===== config.mk =====
export PLATFORM = sky130hd
export DESIGN_NAME = rotated_sprite_blitter_flat
export DESIGN_NICKNAME = d
export VERILOG_FILES = /design/src/hdl/rsb_pkg.sv /design/src/hdl/rsb_channels.sv /design/src/hdl/rsb_front.sv /design/src/hdl/rsb_queue.sv /design/src/hdl/rsb_back.sv /design/src/hdl/rotated_sprite_blitter.sv /design/src/flat_wrapper.sv
export VERILOG_INCLUDE_DIRS = /design/src /design/src/hdl
export SDC_FILE = /design/constraint.sdc
export NUM_CORES = 2
export LEC_CHECK = 0
export ABC_AREA = 1
export BUFFER_PORTS_ARGS = -buffer_cell sky130_fd_sc_hd__buf_2
export CORE_ASPECT_RATIO = 1.5
export CORE_MARGIN = 2
export CORE_UTILIZATION = 55
export CTS_CLUSTER_SIZE = 20
export DETAILED_ROUTE_END_ITERATION = 16
export PLACE_DENSITY_LB_ADDON = 0.1
export SLEW_MARGIN = 20
export SYNTH_ARGS = -nofsm -noshare
export SYNTH_HDL_FRONTEND = slang
export SYNTH_SLANG_ARGS = --single-unit

===== constraint.sdc =====
create_clock -name clock -period 8.05 [get_ports clock]
set_input_delay 0.4025 -clock clock [delete_from_list [all_inputs] [get_ports clock]]
set_output_delay 0.4025 -clock clock [all_outputs]
set_load 0.02 [all_outputs]

===== src/hdl/rotated_sprite_blitter_defines.svh =====
// Assertion macros shared by the rotated sprite blitter modules.
`ifndef ROTATED_SPRITE_BLITTER_DEFINES_SVH
`define ROTATED_SPRITE_BLITTER_DEFINES_SVH

// Check that a condition implies another in the same cycle.
`define RSB_ASSERT_IMPLIES(label, ante, cons, msg) \
   label: assert property (@(posedge clock) disable iff (reset) (ante) |-> (cons)) \
      else $error(msg);

// Check that a condition implies another in the next cycle.
`define RSB_ASSERT_NEXT(label, ante, cons, msg) \
   label: assert property (@(posedge clock) disable iff (reset) (ante) |=> (cons)) \
      else $error(msg);

// Check that a condition never occurs.
`define RSB_ASSERT_NEVER(label, cond, msg) \
   label: assert property (@(posedge clock) disable iff (reset) !(cond)) \
      else $error(msg);

`endif


===== src/hdl/rsb_pkg.sv =====
// Shared types, constants and register codes of the rotated sprite blitter.
package rsb_pkg;

   // Field widths
   localparam int unsigned SIZE_W     = 7;
   localparam int unsigned CX_W       = 11;
   localparam int unsigned CY_W       = 10;
   localparam int unsigned COEF_W     = 16;
   localparam int unsigned COLOUR_W   = 24;
   localparam int unsigned CSR_IDX_W  = 3;
   localparam int unsigned CSR_DATA_W = 16;

   // Parameter defaults
   localparam int unsigned SCREEN_WIDTH_DEF   = 1280;
   localparam int unsigned SCREEN_HEIGHT_DEF  = 1024;
   localparam int unsigned SPRITE_MAX_DEF     = 64;
   localparam int unsigned COEF_FRAC_BITS_DEF = 14;
   localparam int unsigned QUEUE_DEPTH        = 2;

   localparam logic [COLOUR_W-1:0] TRANSPARENT_COLOUR = 24'h000000;

   // Register indexes
   typedef enum logic [CSR_IDX_W-1:0] {
      CSR_SPR_COLS      = 3'd0,
      CSR_SPR_ROWS      = 3'd1,
      CSR_CENTRE_X      = 3'd2,
      CSR_CENTRE_Y      = 3'd3,
      CSR_COS_ANGLE     = 3'd4,
      CSR_SIN_ANGLE     = 3'd5,
      CSR_CLEAR_MODE    = 3'd6
   } rsb_csr_index_type;

   typedef struct packed {
      logic [SIZE_W-1:0]        spr_cols;
      logic [SIZE_W-1:0]        spr_rows;
      logic [CX_W-1:0]          centre_x;
      logic [CY_W-1:0]          centre_y;
      logic signed [COEF_W-1:0] cos_angle;
      logic signed [COEF_W-1:0] sin_angle;
      logic                     clear_mode;
   } rsb_cfg_type;

   localparam rsb_cfg_type CFG_RESET = '{
      spr_cols:      7'd30,
      spr_rows:      7'd30,
      centre_x:      11'd0,
      centre_y:      10'd0,
      cos_angle:     16'sd16384,
      sin_angle:     16'sd0,
      clear_mode:    1'b0
   };

endpackage


===== src/hdl/rsb_channels.sv =====
// Handshake channel interfaces: pixel requests, write responses, register writes.
interface rsb_req_if;
   logic                          valid;
   logic                          ready;
   logic [rsb_pkg::COLOUR_W-1:0]  pixel_colour;

   modport source (output valid, output pixel_colour, input ready);
   modport sink   (input valid, input pixel_colour, output ready);
endinterface

interface rsb_rsp_if;
   logic                          valid;
   logic                          ready;
   logic                          write_valid;
   logic [rsb_pkg::CX_W-1:0]      pos_x;
   logic [rsb_pkg::CY_W-1:0]      pos_y;
   logic [rsb_pkg::COLOUR_W-1:0]  write_colour;
   logic                          copy_background;
   logic                          last_pixel;

   modport source (output valid, output write_valid, output pos_x, output pos_y,
                   output write_colour, output copy_background, output last_pixel,
                   input ready);
   modport sink   (input valid, input write_valid, input pos_x, input pos_y,
                   input write_colour, input copy_background, input last_pixel,
                   output ready);
endinterface

interface rsb_csr_if;
   logic                            valid;
   logic                            ready;
   logic [rsb_pkg::CSR_IDX_W-1:0]   wr_index;
   logic [rsb_pkg::CSR_DATA_W-1:0]  wr_data;

   modport source (output valid, output wr_index, output wr_data, input ready);
   modport sink   (input valid, input wr_index, input wr_data, output ready);
endinterface


===== src/hdl/rsb_front.sv =====
// Front end: accepts pixels, tracks the raster position and classifies each pixel.
`include "rotated_sprite_blitter_defines.svh"

module rsb_front #(
   parameter int unsigned SPRITE_MAX = rsb_pkg::SPRITE_MAX_DEF,
   localparam int unsigned DW = $clog2(SPRITE_MAX) + 1
) (
   input  logic                          clock,
   input  logic                          reset,
   input  rsb_pkg::rsb_cfg_type          cfg,
   rsb_req_if.sink                       req_chan,
   output logic                          push_valid,
   input  logic                          push_ready,
   output logic signed [DW-1:0]          dx,
   output logic signed [DW-1:0]          dy,
   output logic [rsb_pkg::COLOUR_W-1:0]  colour,
   output logic                          keep,
   output logic                          last
);
   import rsb_pkg::*;

   localparam int unsigned CW   = DW - 1;
   localparam int unsigned SZ_W = (DW > SIZE_W) ? DW : SIZE_W;

   logic [SZ_W-1:0] w_lim;
   logic [SZ_W-1:0] h_lim;
   logic [CW-1:0]   col_ff, col_in;
   logic [CW-1:0]   row_ff, row_in;
   logic            col_end;
   logic            row_end;
   logic            accept;

   // Force a programmed size into 1..SPRITE_MAX
   function automatic logic [SZ_W-1:0] clamp_size(input logic [SIZE_W-1:0] v);
      logic [SZ_W-1:0] ext;
      ext = SZ_W'(v);
      if (ext == '0)
         return SZ_W'(1);
      else if (ext > SZ_W'(SPRITE_MAX))
         return SZ_W'(SPRITE_MAX);
      else
         return ext;
   endfunction

   assign w_lim = clamp_size(cfg.spr_cols);
   assign h_lim = clamp_size(cfg.spr_rows);

   // Wrap as soon as a counter reaches or passes its limit
   assign col_end = ({1'b0, col_ff} + (CW + 1)'(1)) >= w_lim[CW:0];
   assign row_end = ({1'b0, row_ff} + (CW + 1)'(1)) >= h_lim[CW:0];

   // Offset from the sprite centre, half size rounded down
   assign dx = $signed({1'b0, col_ff}) - $signed({1'b0, w_lim[CW:1]});
   assign dy = $signed({1'b0, row_ff}) - $signed({1'b0, h_lim[CW:1]});

   assign colour = req_chan.pixel_colour;
   assign keep   = cfg.clear_mode || (req_chan.pixel_colour != TRANSPARENT_COLOUR);
   assign last   = col_end && row_end;

   assign push_valid     = req_chan.valid;
   assign req_chan.ready = push_ready;
   assign accept         = req_chan.valid && push_ready;

   // Advance the raster position on each accepted transaction
   always_comb begin
      col_in = col_ff;
      row_in = row_ff;
      if (accept) begin
         if (col_end) begin
            col_in = '0;
            row_in = row_end ? '0 : row_ff + CW'(1);
         end else begin
            col_in = col_ff + CW'(1);
         end
      end
   end

   always_ff @(posedge clock) begin
      if (reset) begin
         col_ff <= '0;
         row_ff <= '0;
      end else begin
         col_ff <= col_in;
         row_ff <= row_in;
      end
   end

   `RSB_ASSERT_NEXT(a_col_wrap, accept && col_end, col_ff == '0, "column did not wrap")
   `RSB_ASSERT_NEXT(a_col_step, accept && !col_end, col_ff == $past(col_ff) + CW'(1), "no step")
   `RSB_ASSERT_NEXT(a_row_hold, accept && !col_end, $stable(row_ff), "row moved mid-line")
   `RSB_ASSERT_NEXT(a_row_wrap, accept && last, row_ff == '0, "row did not wrap on last pixel")

endmodule


===== src/hdl/rsb_queue.sv =====
// Small FIFO that decouples the front end from the transform pipeline.
`include "rotated_sprite_blitter_defines.svh"

module rsb_queue #(
   parameter int unsigned DATA_W = 8,
   parameter int unsigned DEPTH  = rsb_pkg::QUEUE_DEPTH
) (
   input  logic              clock,
   input  logic              reset,
   input  logic              wr_valid,
   output logic              wr_ready,
   input  logic [DATA_W-1:0] wr_data,
   output logic              rd_valid,
   input  logic              rd_ready,
   output logic [DATA_W-1:0] rd_data
);
   import rsb_pkg::*;

   localparam int unsigned PTR_W = (DEPTH > 1) ? $clog2(DEPTH) : 1;
   localparam int unsigned CNT_W = $clog2(DEPTH + 1);

   logic [DATA_W-1:0] mem_ff [DEPTH];
   logic [PTR_W-1:0]  wr_ptr_ff, wr_ptr_in;
   logic [PTR_W-1:0]  rd_ptr_ff, rd_ptr_in;
   logic [CNT_W-1:0]  count_ff, count_in;
   logic              push;
   logic              pop;

   assign wr_ready = count_ff != CNT_W'(DEPTH);
   assign rd_valid = count_ff != '0;
   assign rd_data  = mem_ff[rd_ptr_ff];
   assign push     = wr_valid && wr_ready;
   assign pop      = rd_valid && rd_ready;

   // Advance pointers with explicit wrap and track the fill level
   always_comb begin
      wr_ptr_in = wr_ptr_ff;
      rd_ptr_in = rd_ptr_ff;
      count_in  = count_ff;
      if (push)
         wr_ptr_in = (wr_ptr_ff == PTR_W'(DEPTH - 1)) ? '0 : wr_ptr_ff + PTR_W'(1);
      if (pop)
         rd_ptr_in = (rd_ptr_ff == PTR_W'(DEPTH - 1)) ? '0 : rd_ptr_ff + PTR_W'(1);
      if (push && !pop)
         count_in = count_ff + CNT_W'(1);
      else if (pop && !push)
         count_in = count_ff - CNT_W'(1);
   end

   always_ff @(posedge clock) begin
      if (reset) begin
         wr_ptr_ff <= '0;
         rd_ptr_ff <= '0;
         count_ff  <= '0;
      end else begin
         wr_ptr_ff <= wr_ptr_in;
         rd_ptr_ff <= rd_ptr_in;
         count_ff  <= count_in;
      end
   end

   // Store the incoming transaction
   always_ff @(posedge clock) begin
      if (push)
         mem_ff[wr_ptr_ff] <= wr_data;
   end

   `RSB_ASSERT_NEVER(a_q_over, count_ff > CNT_W'(DEPTH), "queue fill above depth")
   `RSB_ASSERT_NEXT(a_q_inc, push && !pop, count_ff == $past(count_ff) + CNT_W'(1), "fill did not grow")
   `RSB_ASSERT_NEXT(a_q_dec, pop && !push, count_ff == $past(count_ff) - CNT_W'(1), "fill did not shrink")

endmodule


===== src/hdl/rsb_back.sv =====
// Back end: rotates the offset, adds the centre, clips and forms the write transaction.
`include "rotated_sprite_blitter_defines.svh"

module rsb_back #(
   parameter int unsigned SCREEN_WIDTH   = rsb_pkg::SCREEN_WIDTH_DEF,
   parameter int unsigned SCREEN_HEIGHT  = rsb_pkg::SCREEN_HEIGHT_DEF,
   parameter int unsigned SPRITE_MAX     = rsb_pkg::SPRITE_MAX_DEF,
   parameter int unsigned COEF_FRAC_BITS = rsb_pkg::COEF_FRAC_BITS_DEF,
   localparam int unsigned DW     = $clog2(SPRITE_MAX) + 1,
   localparam int unsigned ITEM_W = 2 * DW + rsb_pkg::COLOUR_W + 2
) (
   input  logic                 clock,
   input  logic                 reset,
   input  rsb_pkg::rsb_cfg_type cfg,
   input  logic                 item_valid,
   output logic                 item_ready,
   input  logic [ITEM_W-1:0]    item,
   rsb_rsp_if.source            rsp_chan
);
   import rsb_pkg::*;

   localparam int unsigned F  = COEF_FRAC_BITS;
   localparam int unsigned PW = DW + COEF_W;
   localparam int unsigned AW = (((12 + F) > (PW + 1)) ? (12 + F) : (PW + 1)) + 1;
   localparam int unsigned TW = AW - F;

   logic signed [DW-1:0]  i_dx;
   logic signed [DW-1:0]  i_dy;
   logic [COLOUR_W-1:0]   i_colour;
   logic                  i_keep;
   logic                  i_last;
   logic                  en;

   // Stage 1: products
   logic                  s1_valid_ff;
   logic signed [PW-1:0]  p_xc_ff, p_xc_in;
   logic signed [PW-1:0]  p_ys_ff, p_ys_in;
   logic signed [PW-1:0]  p_xs_ff, p_xs_in;
   logic signed [PW-1:0]  p_yc_ff, p_yc_in;
   logic [COLOUR_W-1:0]   colour_s1_ff;
   logic                  keep_s1_ff;
   logic                  last_s1_ff;

   // Stage 2: sums
   logic                  s2_valid_ff;
   logic signed [AW-1:0]  acc_x_ff, acc_x_in;
   logic signed [AW-1:0]  acc_y_ff, acc_y_in;
   logic [COLOUR_W-1:0]   colour_s2_ff;
   logic                  keep_s2_ff;
   logic                  last_s2_ff;

   // Stage 3: truncate, clip and output register
   logic [AW-1:0]         biased_x, biased_y;
   logic signed [TW-1:0]  t_x, t_y;
   logic                  on_screen;
   logic                  wv;
   logic                  rsp_valid_ff;
   logic                  write_valid_ff, write_valid_in;
   logic [CX_W-1:0]       pos_x_ff, pos_x_in;
   logic [CY_W-1:0]       pos_y_ff, pos_y_in;
   logic [COLOUR_W-1:0]   write_colour_ff, write_colour_in;
   logic                  copy_background_ff, copy_background_in;
   logic                  last_pixel_ff;
   logic                  out_clean;

   assign {i_dx, i_dy, i_colour, i_keep, i_last} = item;

   // Advance the whole pipeline unless a finished result is held
   assign en         = !rsp_valid_ff || rsp_chan.ready;
   assign item_ready = en;

   assign p_xc_in = i_dx * $signed(cfg.cos_angle);
   assign p_ys_in = i_dy * $signed(cfg.sin_angle);
   assign p_xs_in = i_dx * $signed(cfg.sin_angle);
   assign p_yc_in = i_dy * $signed(cfg.cos_angle);

   assign acc_x_in = $signed({{(AW - CX_W - F){1'b0}}, cfg.centre_x, {F{1'b0}}})
                     + AW'(p_xc_ff) - AW'(p_ys_ff);
   assign acc_y_in = $signed({{(AW - CY_W - F){1'b0}}, cfg.centre_y, {F{1'b0}}})
                     + AW'(p_xs_ff) + AW'(p_yc_ff);

   // Truncate toward zero: bias negative sums before the arithmetic shift
   assign biased_x = acc_x_ff + {{TW{1'b0}}, {F{acc_x_ff[AW-1]}}};
   assign biased_y = acc_y_ff + {{TW{1'b0}}, {F{acc_y_ff[AW-1]}}};
   assign t_x      = biased_x[AW-1:F];
   assign t_y      = biased_y[AW-1:F];

   assign on_screen = !t_x[TW-1] && (32'(t_x[TW-2:0]) < SCREEN_WIDTH) &&
                      !t_y[TW-1] && (32'(t_y[TW-2:0]) < SCREEN_HEIGHT);
   assign wv        = on_screen && keep_s2_ff;

   assign write_valid_in     = wv;
   assign pos_x_in           = wv ? t_x[CX_W-1:0] : '0;
   assign pos_y_in           = wv ? t_y[CY_W-1:0] : '0;
   assign write_colour_in    = (wv && !cfg.clear_mode) ? colour_s2_ff : '0;
   assign copy_background_in = wv && cfg.clear_mode;

   // Clear valid flags under reset and advance them when the pipeline is enabled
   always_ff @(posedge clock) begin
      if (reset) begin
         s1_valid_ff  <= 1'b0;
         s2_valid_ff  <= 1'b0;
         rsp_valid_ff <= 1'b0;
      end else if (en) begin
         s1_valid_ff  <= item_valid;
         s2_valid_ff  <= s1_valid_ff;
         rsp_valid_ff <= s2_valid_ff;
      end
   end

   // Advance payload through the stages
   always_ff @(posedge clock) begin
      if (en) begin
         p_xc_ff            <= p_xc_in;
         p_ys_ff            <= p_ys_in;
         p_xs_ff            <= p_xs_in;
         p_yc_ff            <= p_yc_in;
         colour_s1_ff       <= i_colour;
         keep_s1_ff         <= i_keep;
         last_s1_ff         <= i_last;
         acc_x_ff           <= acc_x_in;
         acc_y_ff           <= acc_y_in;
         colour_s2_ff       <= colour_s1_ff;
         keep_s2_ff         <= keep_s1_ff;
         last_s2_ff         <= last_s1_ff;
         write_valid_ff     <= write_valid_in;
         pos_x_ff           <= pos_x_in;
         pos_y_ff           <= pos_y_in;
         write_colour_ff    <= write_colour_in;
         copy_background_ff <= copy_background_in;
         last_pixel_ff      <= last_s2_ff;
      end
   end

   assign rsp_chan.valid           = rsp_valid_ff;
   assign rsp_chan.write_valid     = write_valid_ff;
   assign rsp_chan.pos_x           = pos_x_ff;
   assign rsp_chan.pos_y           = pos_y_ff;
   assign rsp_chan.write_colour    = write_colour_ff;
   assign rsp_chan.copy_background = copy_background_ff;
   assign rsp_chan.last_pixel      = last_pixel_ff;

   // Fields other than last_pixel are zero in a result without a write
   assign out_clean = (pos_x_ff == '0) && (pos_y_ff == '0) &&
                      (write_colour_ff == '0) && !copy_background_ff;

   `RSB_ASSERT_IMPLIES(a_nowrite_zero, rsp_valid_ff && !write_valid_ff, out_clean, "stray fields")
   `RSB_ASSERT_NEVER(a_mode_excl, rsp_valid_ff && copy_background_ff && |write_colour_ff, "copy+colour")
   `RSB_ASSERT_NEXT(a_stall_valid, !en, $stable(s2_valid_ff), "valid moved under stall")
   `RSB_ASSERT_NEXT(a_stall_hold, !en && s2_valid_ff, $stable({acc_x_ff, acc_y_ff}), "sums moved")

endmodule


===== src/hdl/rotated_sprite_blitter.sv =====
// Top level of the rotated sprite blitter: register file, front end, queue, back end.
//
//   channel   dir  handshake      payload
//   req_chan  in   valid/ready    pixel_colour
//   rsp_chan  out  valid/ready    write_valid, pos_x, pos_y, write_colour,
//                                 copy_background, last_pixel
//   csr_chan  in   valid/ready    wr_index, wr_data (ready always high)
//
// One transaction per cycle is accepted and one result leaves per cycle when the
// sink keeps ready high. A pixel passes through the queue, then the product, sum
// and clip stages, before its result appears. A stalled result holds the
// three stages; the two-entry queue keeps taking pixels until it fills.
// Reset loads the register defaults and clears the raster counters at once.
module rotated_sprite_blitter #(
   parameter int unsigned SCREEN_WIDTH   = rsb_pkg::SCREEN_WIDTH_DEF,
   parameter int unsigned SCREEN_HEIGHT  = rsb_pkg::SCREEN_HEIGHT_DEF,
   parameter int unsigned SPRITE_MAX     = rsb_pkg::SPRITE_MAX_DEF,
   parameter int unsigned COEF_FRAC_BITS = rsb_pkg::COEF_FRAC_BITS_DEF
) (
   input  logic        clock,
   input  logic        reset,
   rsb_req_if.sink     req_chan,
   rsb_rsp_if.source   rsp_chan,
   rsb_csr_if.sink     csr_chan
);
   import rsb_pkg::*;

   localparam int unsigned DW     = $clog2(SPRITE_MAX) + 1;
   localparam int unsigned ITEM_W = 2 * DW + COLOUR_W + 2;

   rsb_cfg_type           cfg_ff, cfg_in;
   logic                  push_valid;
   logic                  push_ready;
   logic signed [DW-1:0]  f_dx;
   logic signed [DW-1:0]  f_dy;
   logic [COLOUR_W-1:0]   f_colour;
   logic                  f_keep;
   logic                  f_last;
   logic [ITEM_W-1:0]     q_wr_data;
   logic [ITEM_W-1:0]     q_rd_data;
   logic                  q_rd_valid;
   logic                  q_rd_ready;

   assign csr_chan.ready = 1'b1;

   // Decode register writes
   always_comb begin
      cfg_in = cfg_ff;
      if (csr_chan.valid) begin
         unique case (rsb_csr_index_type'(csr_chan.wr_index))
            CSR_SPR_COLS:      cfg_in.spr_cols      = csr_chan.wr_data[SIZE_W-1:0];
            CSR_SPR_ROWS:      cfg_in.spr_rows      = csr_chan.wr_data[SIZE_W-1:0];
            CSR_CENTRE_X:      cfg_in.centre_x      = csr_chan.wr_data[CX_W-1:0];
            CSR_CENTRE_Y:      cfg_in.centre_y      = csr_chan.wr_data[CY_W-1:0];
            CSR_COS_ANGLE:     cfg_in.cos_angle     = $signed(csr_chan.wr_data[COEF_W-1:0]);
            CSR_SIN_ANGLE:     cfg_in.sin_angle     = $signed(csr_chan.wr_data[COEF_W-1:0]);
            CSR_CLEAR_MODE:    cfg_in.clear_mode    = csr_chan.wr_data[0];
            default:           cfg_in = cfg_ff;
         endcase
      end
   end

   always_ff @(posedge clock) begin
      if (reset)
         cfg_ff <= CFG_RESET;
      else
         cfg_ff <= cfg_in;
   end

   rsb_front #(
      .SPRITE_MAX (SPRITE_MAX)
   ) u_front (
      .clock      (clock),
      .reset      (reset),
      .cfg        (cfg_ff),
      .req_chan   (req_chan),
      .push_valid (push_valid),
      .push_ready (push_ready),
      .dx         (f_dx),
      .dy         (f_dy),
      .colour     (f_colour),
      .keep       (f_keep),
      .last       (f_last)
   );

   assign q_wr_data = {f_dx, f_dy, f_colour, f_keep, f_last};

   rsb_queue #(
      .DATA_W (ITEM_W),
      .DEPTH  (QUEUE_DEPTH)
   ) u_queue (
      .clock    (clock),
      .reset    (reset),
      .wr_valid (push_valid),
      .wr_ready (push_ready),
      .wr_data  (q_wr_data),
      .rd_valid (q_rd_valid),
      .rd_ready (q_rd_ready),
      .rd_data  (q_rd_data)
   );

   rsb_back #(
      .SCREEN_WIDTH   (SCREEN_WIDTH),
      .SCREEN_HEIGHT  (SCREEN_HEIGHT),
      .SPRITE_MAX     (SPRITE_MAX),
      .COEF_FRAC_BITS (COEF_FRAC_BITS)
   ) u_back (
      .clock      (clock),
      .reset      (reset),
      .cfg        (cfg_ff),
      .item_valid (q_rd_valid),
      .item_ready (q_rd_ready),
      .item       (q_rd_data),
      .rsp_chan   (rsp_chan)
   );

endmodule

===== src/flat_wrapper.sv =====
// flat-port wrapper written by rule: the top's interface ports become plain ports
module rotated_sprite_blitter_flat import rsb_pkg::*;
#(
   parameter int unsigned SCREEN_WIDTH   = rsb_pkg::SCREEN_WIDTH_DEF,
   parameter int unsigned SCREEN_HEIGHT  = rsb_pkg::SCREEN_HEIGHT_DEF,
   parameter int unsigned SPRITE_MAX     = rsb_pkg::SPRITE_MAX_DEF,
   parameter int unsigned COEF_FRAC_BITS = rsb_pkg::COEF_FRAC_BITS_DEF
)
  (clock, reset, req_chan_valid, req_chan_pixel_colour, req_chan_ready, rsp_chan_valid, rsp_chan_write_valid, rsp_chan_pos_x, rsp_chan_pos_y, rsp_chan_write_colour, rsp_chan_copy_background, rsp_chan_last_pixel, rsp_chan_ready, csr_chan_valid, csr_chan_wr_index, csr_chan_wr_data, csr_chan_ready);
  rsb_req_if req_chan_i ();
  rsb_rsp_if rsp_chan_i ();
  rsb_csr_if csr_chan_i ();
  input  logic clock;
  input  logic reset;
  input wire logic [$bits(req_chan_i.valid)-1:0] req_chan_valid;
  input wire logic [$bits(req_chan_i.pixel_colour)-1:0] req_chan_pixel_colour;
  output wire logic [$bits(req_chan_i.ready)-1:0] req_chan_ready;
  output wire logic [$bits(rsp_chan_i.valid)-1:0] rsp_chan_valid;
  output wire logic [$bits(rsp_chan_i.write_valid)-1:0] rsp_chan_write_valid;
  output wire logic [$bits(rsp_chan_i.pos_x)-1:0] rsp_chan_pos_x;
  output wire logic [$bits(rsp_chan_i.pos_y)-1:0] rsp_chan_pos_y;
  output wire logic [$bits(rsp_chan_i.write_colour)-1:0] rsp_chan_write_colour;
  output wire logic [$bits(rsp_chan_i.copy_background)-1:0] rsp_chan_copy_background;
  output wire logic [$bits(rsp_chan_i.last_pixel)-1:0] rsp_chan_last_pixel;
  input wire logic [$bits(rsp_chan_i.ready)-1:0] rsp_chan_ready;
  input wire logic [$bits(csr_chan_i.valid)-1:0] csr_chan_valid;
  input wire logic [$bits(csr_chan_i.wr_index)-1:0] csr_chan_wr_index;
  input wire logic [$bits(csr_chan_i.wr_data)-1:0] csr_chan_wr_data;
  output wire logic [$bits(csr_chan_i.ready)-1:0] csr_chan_ready;
  assign req_chan_i.valid = req_chan_valid;
  assign req_chan_i.pixel_colour = req_chan_pixel_colour;
  assign req_chan_ready = req_chan_i.ready;
  assign rsp_chan_valid = rsp_chan_i.valid;
  assign rsp_chan_write_valid = rsp_chan_i.write_valid;
  assign rsp_chan_pos_x = rsp_chan_i.pos_x;
  assign rsp_chan_pos_y = rsp_chan_i.pos_y;
  assign rsp_chan_write_colour = rsp_chan_i.write_colour;
  assign rsp_chan_copy_background = rsp_chan_i.copy_background;
  assign rsp_chan_last_pixel = rsp_chan_i.last_pixel;
  assign rsp_chan_i.ready = rsp_chan_ready;
  assign csr_chan_i.valid = csr_chan_valid;
  assign csr_chan_i.wr_index = csr_chan_wr_index;
  assign csr_chan_i.wr_data = csr_chan_wr_data;
  assign csr_chan_ready = csr_chan_i.ready;
  rotated_sprite_blitter #(.SCREEN_WIDTH(SCREEN_WIDTH), .SCREEN_HEIGHT(SCREEN_HEIGHT), .SPRITE_MAX(SPRITE_MAX), .COEF_FRAC_BITS(COEF_FRAC_BITS)) u_core (.clock(clock), .reset(reset), .req_chan(req_chan_i), .rsp_chan(rsp_chan_i), .csr_chan(csr_chan_i));
endmodule

# --- Word level (Yosys, flattened, before mapping) ---
# Memories as Yosys holds them, arrays and structs flattened. A register that Yosys moved wholly into a read port is not among the register bits.
# Index checks and enable logic that the tools add are counted.
totals:
  regBits: 333
  ramBits: 80
  inputBits: 48
  elab_cells: 114
  mem_count: 1
memory_table:
  columns: ["name", "words", "width", "read_ports", "rd_clocked_by_memory_dff", "wr", "line", "text"]
  rows:
  - ["u_core.u_queue.mem_ff", 2, 40, 1, 1, 1, "rsb_queue.sv:22", "logic [DATA_W-1:0] mem_ff [DEPTH];"]
op_classes:
  add_sub_neg: 16
  multipliers: 4
  order_cmp: 6
  eq_ne: 7
  mux: 14
  reduce_logical: 33
op_table:
  columns: ["cell", "n"]
  rows:
  - ["7-bit by 16-bit multiplier with 23-bit output", 4]
  - ["26-bit by 23-bit adder with 27-bit output", 2]
  - ["27-bit by 14-bit adder with 27-bit output", 2]
  - ["7-bit two-way mux", 4]
  - ["27-bit by 23-bit subtractor with 27-bit output", 1]
  - ["25-bit by 23-bit adder with 26-bit output", 1]
  - ["12-bit by 11-bit less-than comparator with 1-bit output, second input constant", 2]
  - ["24-bit nonzero test", 1]
  - ["2-bit AND reduction", 8]
  - ["6-bit by 1-bit adder with 7-bit output, second input constant", 2]
  - ["7-bit >= comparator", 2]
  - ["7-bit > comparator, second input constant", 2]
  - ["7-bit zero test", 2]
  - ["6-bit by 6-bit subtractor with 7-bit output", 2]
  - ["6-bit by 1-bit adder with 6-bit output, second input constant", 2]
  - ["6-bit two-way mux", 2]
  - ["1-bit logical AND", 11]
  - ["3-bit == test, second input constant", 3]
  - ["3-bit by 2-bit == test with 1-bit output, second input constant", 2]
  - ["1-bit zero test", 6]
  - ["1-bit two-way mux", 6]
  - ["2-bit two-way mux", 2]
  - ["2-bit nonzero test", 2]
  - ["3-bit by 1-bit == test with 1-bit output, second input constant", 1]
  - ["6 further kinds", 8]

# --- Logic depth before layout (Yosys ltp) ---
depth:
  depth_word: 7
  depth_mapped: 27
  depth_no_buf: 25

# --- Modules after synthesis ---
# A second synthesis with hierarchy kept.
unflattened:
  hier_cells: 4340
  hier_area_um2: 37507.2
by_module_without_submodules:
  columns: ["module", "n_inst", "cells_each", "area_per_inst_um2", "seq_area_each_um2"]
  rows:
  - ["rsb_back", 1, 3491, 29797.3, 7447.1]
  - ["rsb_queue", 1, 161, 3136.8, 2502.4]
  - ["rotated_sprite_blitter", 1, 394, 2733.9, 1361.3]
  - ["rsb_front", 1, 294, 1839.3, 240.2]

# --- Worst setup path after synthesis ---
# Ideal clock, no wire load.
synth_path:
  path_type: "reg2reg"
  startpoint: "register u_core.u_back.rsp_valid_ff, in the netlist u_core.u_back.rsp_chan.valid"
  endpoint: "register u_core.u_back.acc_x_ff[0] (enable)"
  setup_time_ns: 0.599
  arrival_ns: 5.276
  required_ns: 7.451
  setup_slack_ns: 2.175
  stages_incl_launch_ff: 4
  n_path_buf: 0
  synth_period_minus_slack_ns: 5.875
  cell_sequence: "dfxtp_1 inv_1 nor2_1 inv_1"
synth_between:
  elab_chain_cells: 2
synth_rtl:
  columns: ["element", "line", "text"]
  rows:
  - ["start: declaration", "rsb_back.sv:57", "logic rsp_valid_ff;"]
  - ["start signal: assignment", "rsb_back.sv:107", "rsp_valid_ff <= s2_valid_ff;"]
  - ["1-bit zero test", "rsb_back.sv:69", "assign en = !rsp_valid_ff || rsp_chan.ready;"]
  - ["1-bit logical OR", "rsb_back.sv:69", null]
  - ["end signal: assignment", "rsb_back.sv:121", "acc_x_ff <= acc_x_in;"]
  - ["end: declaration", "rsb_back.sv:46", "logic signed [AW-1:0] acc_x_ff, acc_x_in;"]
# Every way passes these cells.
# A chain may end at the register's enable or synchronous reset.

==> results.ini <==
[yosys]
synthCells=3946
synthTopCellsByArea=edfxtp_1, fa_1, ha_1
yosysTopAreaCell=edfxtp_1
netlist-cell-type-count=55
syn_area_per_cell_um2=9.03
synth_most_common_cell=inv_1
synth-main-ff-cell=edfxtp_1
yosysWarnings=0
synth_edf_count=326
async_reset_ff_share_pct=0
synth-seq-cells=414
synth_common_cells=inv_1, nor2_1, nand2_1
syn-cell-area_um2=35600
synth_nets=4676
yosysTopAreaCellShare_pct=27.5
seq_area_frac_synth_pct=32.4

[cts]
cts_tree=yes
cts_resized=0
cts_buffer_depth=3
numCtsBuffers=43
insertion_delay_ps=610
root_buffer=clkbuf_16
clkSinkCount=414
cts_setup_buffers=0
cts-hold-fix-buffers=18
clkTransAtPathRegs_ps=70
h-tree-depth=2

[placed_design]
portBuffers=97
pre_cts_ws_ps=1880
gp_congestion=0.942
place_hpwl_um=73300

[pwr]
p_int_w=0.00769
switchingPower_w=0.00700
power_density_nw_per_um2=380
peakVddDrop_mv=0.189
power_leakage_nw=18.7
seqPwrFrac_pct=25.6
p_clk_share_pct=14.2
comb_power_share_pct=60.2
p_sw_share_pct=47.6

[finish]
seq_area_um2=11600
drive_gt1_share_pct=6.56
layout.nets=4764
nFillCells=5688
syn_to_final_growth_pct=8.67
multi_input_area_um2=20900
utilization_pct=60.2
diodes=0

[job]
cap_viol_max_count=0

[sta]
setup_tns_ps=0
fin_skew_ps=33.4
hold_violations=0
drv_slew=0
rsz0062_at_grt=no
period_share_pct=77.0
finalCriticalPeriod_ps=6200
finalSetupViolCount=0
setup_ws_ps=1850
maxSlewHeadroom_pct=33.3
tightest_slew_ps=1000
timing.fmax_mhz=161

[route]
ant_nets=0
dr.pass1.iters=5
routed_via_density=5.35
vias=26441
wl_per_cell_um=18.7
drt_iter0_drc=1507
routed_wl_um=92400
drc_errors=0

[critical_path]
reg2reg_slack_ps=1850
end_kind=flop
path_cells=inv_1 -> buf_4 -> or2_2 -> o21ai_2 -> buf_4 -> inv_1 -> nand2_1 -> fa_1 -> fa_1 -> inv_1 -> fa_1 -> inv_1 -> fa_1 -> inv_1 -> ha_1 -> nand2_1 -> inv_1 -> a21oi_1 -> o21ai_0 -> a21oi_1 -> o21ai_0 -> nand3_1 -> nand3_1 -> nand2_1
crit_arrival_ps=6530
cp_slowest_cell=fa_1
crit_required_ps=8390
critPathKind=reg -> reg
critPathBufInv=8
slowest_delay_ps=490
path_delay_family=adder cells
crit_top_cell=inv_1
start_kind=flop
critical_path_peak_fanout=32

[floorplanning]
ioPinCount=99
die_h_um=316
die_area_um2=66900
coreArea_um2=64300
die_x_um=212
initial_core_util_pct=55.4
row_count=114

[global_routing]
grt_max_degree=158
grt_pass1_vias=27172
grt_pass1_wl_um=145000
antenna_found_initial=1
overflow=0
grt_use_total_pct=28.4

[hold_path]
hold_path.class=in -> reg
hold_path.startpoint=req_chan_pixel_colour[12]

[run_status]
run_status=completed

sequential cells by signal, summed over array words and instances, names as in the netlist, 2 cells and up, named ones only:
name	cells
u_core.u_front.row_ff	6
u_core.u_back.rsp_chan.pos_y	10
u_core.u_back.p_xc_ff	23
u_core.cfg_ff	68
u_core.u_back.p_yc_ff	23
u_core.u_back.colour_s1_ff	24
u_core.u_back.acc_y_ff	27
u_core.u_back.colour_s2_ff	24
u_core.u_back.rsp_chan.write_colour	24
u_core.u_queue.mem_ff	80
u_core.u_back.p_ys_ff	23
u_core.u_back.acc_x_ff	27
u_core.u_front.col_ff	6
u_core.u_queue.count_ff	2
u_core.u_back.rsp_chan.pos_x	11
u_core.u_back.p_xs_ff	23
cell type report:
cell class	count	share of cell area (%)
clock buffer	53	2.98
clock inverter	27	0.824
inverter	761	7.40
multi-input combinational	2678	54.0
sequential	414	29.8
tap	870	2.81
timing repair buffer	136	2.16
through the flow:
stage	instances	hold WS, ps	instance area [um2]	power, W
floorplan	3946	400	35600	0.0100
global placement	4841	401	37100	0.0125
detailed placement	4841	405	37100	0.0126
CTS	4939	2.20	38700	0.0147
global route	4939	7.38	38700	0.0160
finish	4939	32.6	38700	0.0147
logic make-up (layout without fill, tap and decap cells):
logic type	Yosys count	in the layout	synth area share, %
AO/OA/AOI/OAI	476	476	7.23
XOR/XNOR	167	167	4.11
adder cells (fa/ha/maj)	682	682	31.6
buffers and inverters	854	977	9.09
flip-flops	414	414	32.4
other	1	1	0.0105
AND/OR/NAND/NOR	1352	1352	15.5
cell usage in the layout, fill, tap and decap left out, types with 7 or more instances in the layout:
master	count
clkinv_1	11
a21o_1	13
ha_1	319
or2_2	18
buf_4	20
nor2_2	23
fa_1	363
inv_1	748
a21oi_1	224
clkinv_2	9
clkbuf_16	43
o211ai_1	7
nand2_1	564
nand3_1	99
dlygate4sd3_1	18
nor3_1	20
xor2_1	116
nor4_1	14
o21ai_2	13
buf_2	97
nor2_1	565
o21bai_1	8
nand4_1	21
edfxtp_1	326
o21a_1	9
dfxtp_1	87
o21ai_0	167
xnor2_1	51
metal layers:
metal	share of wire [%]	track usage, %
met1	38	32.2
met4	4.8	12.7
met2	53	53.0
met3	4.7	3.57
met5	0	0
final timing paths:
kind                                     to  cells past startpoint
min            u_core.u_queue.mem_ff[1][14]                      1
max               u_core.u_back.p_xs_ff[20]                     24
min reg2reg  u_core.u_back.colour_s2_ff[16]                      0
max reg2reg       u_core.u_back.p_xs_ff[20]                     24
power by group through the flow:
stage	Sequential, W	Clock [W]	Combinational, W
after floorplan	0.00369	0	0.00634
after global placement	0.00379	0	0.00874
after detailed placement	0.00381	0	0.00878
after CTS	0.00376	0.00212	0.00885
after global routing	0.00382	0.00220	0.00995
final	0.00376	0.00208	0.00885
Power figures use the tool's default switching activity.
